## config.mk

```make
export PLATFORM = sky130hd
export DESIGN_NAME = cpt_cfg
export DESIGN_NICKNAME = d
export VERILOG_FILES = /design/src/sv/cpt_pkg.sv /design/src/sv/cpt_cfg.sv
export SDC_FILE = /design/constraint.sdc
export NUM_CORES = 1
export LEC_CHECK = 0
export ABC_AREA = 0
export BUFFER_PORTS_ARGS = -buffer_cell sky130_fd_sc_hd__buf_2
export CAP_MARGIN = 20
export CORE_MARGIN = 2
export CORE_UTILIZATION = 54
export DETAILED_ROUTE_END_ITERATION = 10
export GPL_TIMING_DRIVEN = 0
export HOLD_SLACK_MARGIN = 0.03
export MAX_ROUTING_LAYER = met4
export PLACE_DENSITY = 0.84
export SLEW_MARGIN = 20
export SYNTH_ARGS = -nofsm -noshare
export SYNTH_HDL_FRONTEND = slang
export SYNTH_SLANG_ARGS = --single-unit
```

## constraint.sdc

```tcl
create_clock -name clk -period 1.1 [get_ports clk]
set_input_delay 0.055 -clock clk [delete_from_list [all_inputs] [get_ports clk]]
set_output_delay 0.055 -clock clk [all_outputs]
set_load 0.01 [all_outputs]
```

## src/sv/cpt_pkg.sv

```systemverilog
// shared types, constants and register indexes for the command penalty throttle
`default_nettype none

package cpt_pkg;

	localparam int unsigned DEF_USER_SLOTS = 256;

	localparam int unsigned SLOT_W    = 8;
	localparam int unsigned TIME_W    = 32;
	localparam int unsigned CLASS_W   = 2;
	localparam int unsigned COST_W    = 16;
	localparam int unsigned LIMIT_W   = 8;
	localparam int unsigned PENALTY_W = 20;
	localparam int unsigned COUNT_W   = 8;
	localparam int unsigned PROD_W    = TIME_W + COST_W;

	localparam int unsigned CFG_INDEX_W = 3;
	localparam int unsigned CFG_DATA_W  = 16;
	localparam int unsigned IN_DATA_W   = 40;
	localparam int unsigned OUT_DATA_W  = 32;

	localparam logic [PENALTY_W-1:0] PENALTY_BLOCK = PENALTY_W'(10000);
	localparam logic [PENALTY_W-1:0] PENALTY_MAX   = '1;
	localparam logic [COUNT_W-1:0]   COUNT_MAX     = '1;

	// configuration register indexes
	localparam logic [CFG_INDEX_W-1:0] REG_BURST_LIMIT  = 3'd0;
	localparam logic [CFG_INDEX_W-1:0] REG_NORMAL_COST  = 3'd1;
	localparam logic [CFG_INDEX_W-1:0] REG_JOIN_COST    = 3'd2;
	localparam logic [CFG_INDEX_W-1:0] REG_MESSAGE_COST = 3'd3;
	localparam logic [CFG_INDEX_W-1:0] REG_NOTICE_COST  = 3'd4;
	localparam logic [CFG_INDEX_W-1:0] REG_RECOVER_RATE = 3'd5;

	localparam logic [LIMIT_W-1:0] RST_BURST_LIMIT  = 8'd10;
	localparam logic [COST_W-1:0]  RST_NORMAL_COST  = 16'd1;
	localparam logic [COST_W-1:0]  RST_JOIN_COST    = 16'd300;
	localparam logic [COST_W-1:0]  RST_MESSAGE_COST = 16'd200;
	localparam logic [COST_W-1:0]  RST_NOTICE_COST  = 16'd100;
	localparam logic [COST_W-1:0]  RST_RECOVER_RATE = 16'd1000;

	// command classes
	localparam logic [CLASS_W-1:0] CLS_NORMAL  = 2'd0;
	localparam logic [CLASS_W-1:0] CLS_JOIN    = 2'd1;
	localparam logic [CLASS_W-1:0] CLS_MESSAGE = 2'd2;
	localparam logic [CLASS_W-1:0] CLS_NOTICE  = 2'd3;

	typedef struct packed {
		logic [LIMIT_W-1:0] burst_limit;
		logic [COST_W-1:0]  normal_cost;
		logic [COST_W-1:0]  join_cost;
		logic [COST_W-1:0]  message_cost;
		logic [COST_W-1:0]  notice_cost;
		logic [COST_W-1:0]  recover_rate;
	} cfg_regs_t;

	// classified command waiting for the back end
	typedef struct packed {
		logic [SLOT_W-1:0] slot;
		logic [TIME_W-1:0] now;
		logic [COST_W-1:0] cost;
		logic              in_range;
	} item_t;

	typedef struct packed {
		logic [TIME_W-1:0]    last_seen;
		logic [PENALTY_W-1:0] penalty;
		logic [COUNT_W-1:0]   count;
	} entry_t;

	typedef struct packed {
		logic                 allowed;
		logic [PENALTY_W-1:0] penalty_now;
		logic [COUNT_W-1:0]   second_count;
	} result_t;

	typedef enum logic [2:0] {
		BK_CLEAR,
		BK_IDLE,
		BK_READ,
		BK_MUL,
		BK_DRAIN,
		BK_COMMIT
	} back_state_t;

endpackage

`default_nettype wire

```

## src/sv/cpt_cfg.sv

```systemverilog
// configuration register file for the command penalty throttle
`default_nettype none

module cpt_cfg (
	input  wire logic                                clk,
	input  wire logic                                arst_n,
	input  wire logic                                cfg_valid,
	output logic                                     cfg_ready,
	input  wire logic [cpt_pkg::CFG_INDEX_W-1:0]     cfg_index,
	input  wire logic [cpt_pkg::CFG_DATA_W-1:0]      cfg_data,
	output cpt_pkg::cfg_regs_t                       regs
);

	cpt_pkg::cfg_regs_t regs_q;
	logic               wr_en;

	assign cfg_ready = 1'b1;
	assign wr_en     = cfg_valid && cfg_ready;
	assign regs      = regs_q;

	always_ff @(posedge clk or negedge arst_n) begin
		if (!arst_n) begin
			regs_q.burst_limit  <= cpt_pkg::RST_BURST_LIMIT;
			regs_q.normal_cost  <= cpt_pkg::RST_NORMAL_COST;
			regs_q.join_cost    <= cpt_pkg::RST_JOIN_COST;
			regs_q.message_cost <= cpt_pkg::RST_MESSAGE_COST;
			regs_q.notice_cost  <= cpt_pkg::RST_NOTICE_COST;
			regs_q.recover_rate <= cpt_pkg::RST_RECOVER_RATE;
		end else if (wr_en) begin
			// indexes past the list are dropped
			unique case (cfg_index)
				cpt_pkg::REG_BURST_LIMIT:  regs_q.burst_limit  <= cfg_data[cpt_pkg::LIMIT_W-1:0];
				cpt_pkg::REG_NORMAL_COST:  regs_q.normal_cost  <= cfg_data;
				cpt_pkg::REG_JOIN_COST:    regs_q.join_cost    <= cfg_data;
				cpt_pkg::REG_MESSAGE_COST: regs_q.message_cost <= cfg_data;
				cpt_pkg::REG_NOTICE_COST:  regs_q.notice_cost  <= cfg_data;
				cpt_pkg::REG_RECOVER_RATE: regs_q.recover_rate <= cfg_data;
				default: ;
			endcase
		end
	end

endmodule

`default_nettype wire

```

## Word level (Yosys, flattened, before mapping)

Index checks and enable logic that the tools add are counted.

| cells by class | value |
|---|---|
| equality and inequality tests | 5 |
| reductions and logical operators | 7 |

Operator list:

| cell | count |
|---|---|
| 2-bit AND reduction | 6 |
| 3-bit by 2-bit equality test with 1-bit output (second input constant) | 2 |
| 3-bit equality test (second input constant) | 2 |
| 3-bit by 1-bit equality test with 1-bit output (second input constant) | 1 |
| 3-bit logical NOT | 1 |

| word-level totals | value |
|---|---|
| flip-flop bits (word level) | 88 |
| bits of input ports | 22 |
| output and inout bits | 89 |
| logic and storage cells | 18 |

## Logic depth before layout (Yosys ltp)

| logic depth | value |
|---|---|
| word-level depth | 2 |
| gate-level depth with buffers | 5 |
| depth with buffers taken out | 2 |

## Least setup slack after synthesis

No wires, ideal clock.

| timing path | value |
|---|---|
| path type | input port to flip-flop |
| start point | in cfg_index[0] (netlist name) |
| end point | reg regs_q (netlist bit regs[23]) |
| setup time | 0.125 ns |
| arrival | 1.008 ns |
| data required time | 0.975 ns |
| path slack | -0.033 ns |
| cell stages on the path | 5 |
| buffers on the path | 3 |
| cell sequence | buf_6 -> and4bb_1 -> buf_6 -> buf_12 -> mux2_2 |

| on the way | value |
|---|---|
| longest elaborated chain between the ends | 2 |

RTL lines:

| element | line | RTL |
|---|---|---|
| start: declaration | cpt_cfg.sv:9 | `input wire logic [cpt_pkg::CFG_INDEX_W-1:0] cfg_index,` |
| 3-bit equality test | cpt_cfg.sv:31 | `unique case (cfg_index)` |
| 2-bit AND reduction (no source line) | n/a |  |
| end: declaration | cpt_cfg.sv:14 | `cpt_pkg::cfg_regs_t regs_q;` |

Every way passes these cells.
A chain may end at the register's enable or synchronous reset.

## Worst setup path after layout

| timing path | value |
|---|---|
| start point | reg regs_q (netlist bit regs[6]) |
| end point | out regs[6] (netlist name) |

RTL lines:

| element | line | RTL |
|---|---|---|
| end: declaration | cpt_cfg.sv:11 | `output cpt_pkg::cfg_regs_t regs` |

No word-level cell between the ends.

==> flow_summary.rst <==
.. list-table::
   :header-rows: 1

   * - Metric
     - Value
   * - Run status
     - complete, no violations
   * - Antenna diode instance count
     - 0
   * - Antenna violations before repair
     - 0
   * - Finish-stage setup viols
     - 0
   * - Max-capacitance violation count
     - 0
   * - Aggregate global routing overflow
     - 0
   * - Filler cells
     - 410
   * - Number of synthesis warnings
     - 0
   * - Transition at the pin with the smallest max-transition slack
     - 0.5192 ns
   * - Data arrival time of the critical path
     - 1.01 ns
   * - Share of the synthesized area in compound gates (AO/OA/AOI/OAI)
     - 0
   * - Root buf cell
     - sky130_fd_sc_hd__clkbuf_8
   * - Number of design-rule violations left by the first detailed-router iteration
     - 58
   * - Setup crit end
     - regs[6]
   * - Placed cell areas
     - 4208 um2
   * - Share of cell area taken by muxes after synthesis
     - 0.3064
   * - Total routing resource utilization after global routing
     - 0.2155
   * - Clock sinks
     - 88
   * - Critical Path Stages
     - 1
   * - Total via count after detailed routing
     - 2115
   * - Final setup skew
     - 0 ns
   * - Sequential standard cell area
     - 2226 um2
   * - Layout area overhead
     - 29.01%
   * - Worst-case setup margin in the final layout
     - 0.03002 ns
   * - Cell class contributing the biggest share of worst-path delay
     - flip-flops
   * - Total detailed-routing wirelength
     - 7149 um
   * - Time the worst path needs with I/O delays and setup
     - 1.070 ns
   * - Area share of xor/xnor cells in the synthesized design
     - 0
   * - Average detailed-routed wire length per instance
     - 17.27 um
   * - CP Data Required Time
     - 1.04 ns
   * - Die width
     - 84.98 um
   * - Total nets after synthesis
     - 215
   * - Commonest cells after routing, fill and taps aside
     - 105 x sky130_fd_sc_hd__buf_2, 69 x sky130_fd_sc_hd__dfrtp_1, 63 x sky130_fd_sc_hd__mux2_2
   * - Kind of start point of the critical path
     - register
   * - Final Wtd Congestion
     - 0.7551
   * - Leakage Power
     - 2.200 nW
   * - Combinational family with the most area after synthesis
     - multiplexers
   * - Classification of the worst setup path
     - register to output port
   * - Height of the die
     - 84.98 um
   * - Worst stage delay on the critical path
     - 0.54 ns
   * - Count of buffering cells on the critical path with inverters included
     - 1
   * - Worst hold-check path type
     - input port to async pin
   * - I/O pin count
     - 111
   * - Number of distinct library cells after synthesis
     - 11
   * - Final Total Pwr
     - 0.008600 W
   * - Area of the multi-input gates
     - 1180 um2
   * - Peak Freq
     - 934.6 MHz
   * - Clk buf depth
     - 2
   * - Simple-Gate Fraction of Synth Area
     - 0.02580
   * - Post-synthesis instance area
     - 3541 um2
   * - Number of flip-flops and latches in the synthesized netlist
     - 88
   * - Number of buffers inserted by port buffering
     - 108
   * - Final Max Tran Viols
     - 0
   * - Worst voltage drop across the vdd grid
     - 1.212 mV
   * - TritonRoute pass-1 iters
     - 4
   * - Sequential area share after synthesis
     - 0.6286
   * - Post-route design area
     - 4568 um2
   * - Critical R2R Capture
     - regs[55]
   * - Wire length of the first global-routing pass
     - 11440 um
   * - Number of hold violations in the final report
     - 0
   * - Internal reg-to-reg setup slack
     - 0.32 ns
   * - Leading cell type in the layout, fill and taps excluded
     - sky130_fd_sc_hd__buf_2
   * - Inserted Clock Buffers
     - 9
   * - Cell Pwr Density
     - 1883 nW/um2
   * - Setup TNS
     - 0 ns
   * - Maximum number of pins on one net before global-route repair
     - 50
   * - Launching point of the worst reg2reg path
     - regs[55]
   * - CORE AREA
     - 6350 um2
   * - Max reg flops
     - 88
   * - Die Footprint
     - 7221 um2
   * - Residual antenna-violating net count after detailed routing
     - 0
   * - Clock transition at the register clock pins on the worst setup and hold paths after CTS
     - 0.08 ns
   * - Crit-path cells
     - buf_2
   * - Number of remaining DRC errors
     - 0
   * - Slowest CP cell
     - sky130_fd_sc_hd__dfstp_2
   * - CP max FO
     - 2
   * - Routed vias/inst
     - 5.109
   * - Type of element capturing the critical path
     - output port
   * - Period utilisation layout
     - 0.9727
   * - Relative slew margins
     - 0.6539
   * - Vias in the first global route
     - 2212
   * - Nets@finish
     - 354
   * - Cell row count
     - 29
   * - Worst skew pair latency
     - 0.35 ns
   * - CTS tree
     - built
   * - Sum of net half-perimeters after detailed placement
     - 4752 um
   * - Initial standard-cell utilization of the core
     - 0.5576
   * - Fraction of the mapped netlist area in adder cells
     - 0
   * - Fraction of layout instances using a drive strength above 1
     - 0.7240
   * - Post-Syn Instances
     - 193
   * - CTS H-tree lvls
     - 3
   * - Post-place setup slack
     - -0.3657 ns
   * - CP Launch Point
     - regs[6]
   * - Worst hold slack across all endpoints
     - 0.2363 ns
   * - Number of cells on the worst reg-to-reg path
     - 1
   * - Synthesized area per cell
     - 18.35 um2
cells in the mapped netlist:
library cell / instances / area, um2
sky130_fd_sc_hd__buf_4: 1 / 7.510
sky130_fd_sc_hd__nor4b_4: 1 / 23.77
sky130_fd_sc_hd__nand4b_2: 2 / 30.03
sky130_fd_sc_hd__dfrtp_1: 69 / 1727
sky130_fd_sc_hd__conb_1: 1 / 3.750
sky130_fd_sc_hd__dfstp_2: 19 / 499.2
sky130_fd_sc_hd__and4bb_1: 3 / 37.54
sky130_fd_sc_hd__buf_6: 6 / 67.56
sky130_fd_sc_hd__mux2_2: 63 / 709.4
sky130_fd_sc_hd__mux2_4: 25 / 375.4
sky130_fd_sc_hd__buf_12: 3 / 60.06
timing repair:
action | 4_1_cts | 5_1_grt
hold endpoints to repair | 127 | 0
hold buffers | 17 | 0
resized for setup | 0 | 2
buffers inserted | 0 | 2
setup endpoints to repair | 0 | 8
how the worst min path moves through the flow:
stage	startpoint	end	cells after the start
finish	arst_n	regs[40]	2
global route	cfg_index[0]	regs[85]	4
CTS	cfg_index[0]	regs[80]	3
detailed placement	arst_n	regs[72]	1
global placement	cfg_data[8]	regs[72]	2
floorplan	arst_n	regs[0]	0
layout make-up:
cell class              instances  area share
well taps                      77     0.02109
clock buffers                  13     0.03259
clock inverters                 3    0.003835
plain buffers                  10     0.02958
repair buffers                128      0.1674
flip-flops and latches         88      0.4873
multi-input cells              95      0.2583
metrics by stage:
step	std cells	utilization
final	414	0.7194
after global placement	378	0.6579
after CTS	412	0.7157
after floorplan	193	-
after global routing	414	0.7194
after detailed placement	379	0.6627
report_power, final:
group	internal, W	switching, W	total, W
registers	0.00406	0.000370	0.00443
clock network	0.000879	0.00106	0.00194
logic	0.00124	0.000993	0.00224
per-layer routing:
metal / global-route usage / up-vias / part of all wire
met4: 0.09091 / 0 / 0.015
met3: 0.04961 / 9 / 0.061
li1: - / 957 / -
met1: 0.2719 / 1071 / 0.44
met2: 0.3374 / 78 / 0.48
met5: - / - / 0
logic make-up after synthesis:
group,Yosys count
simple gates,6
buf+inv,10
flops,88
mux,88
other cells,1
Note: power is estimated with default switching activity, not from simulation.
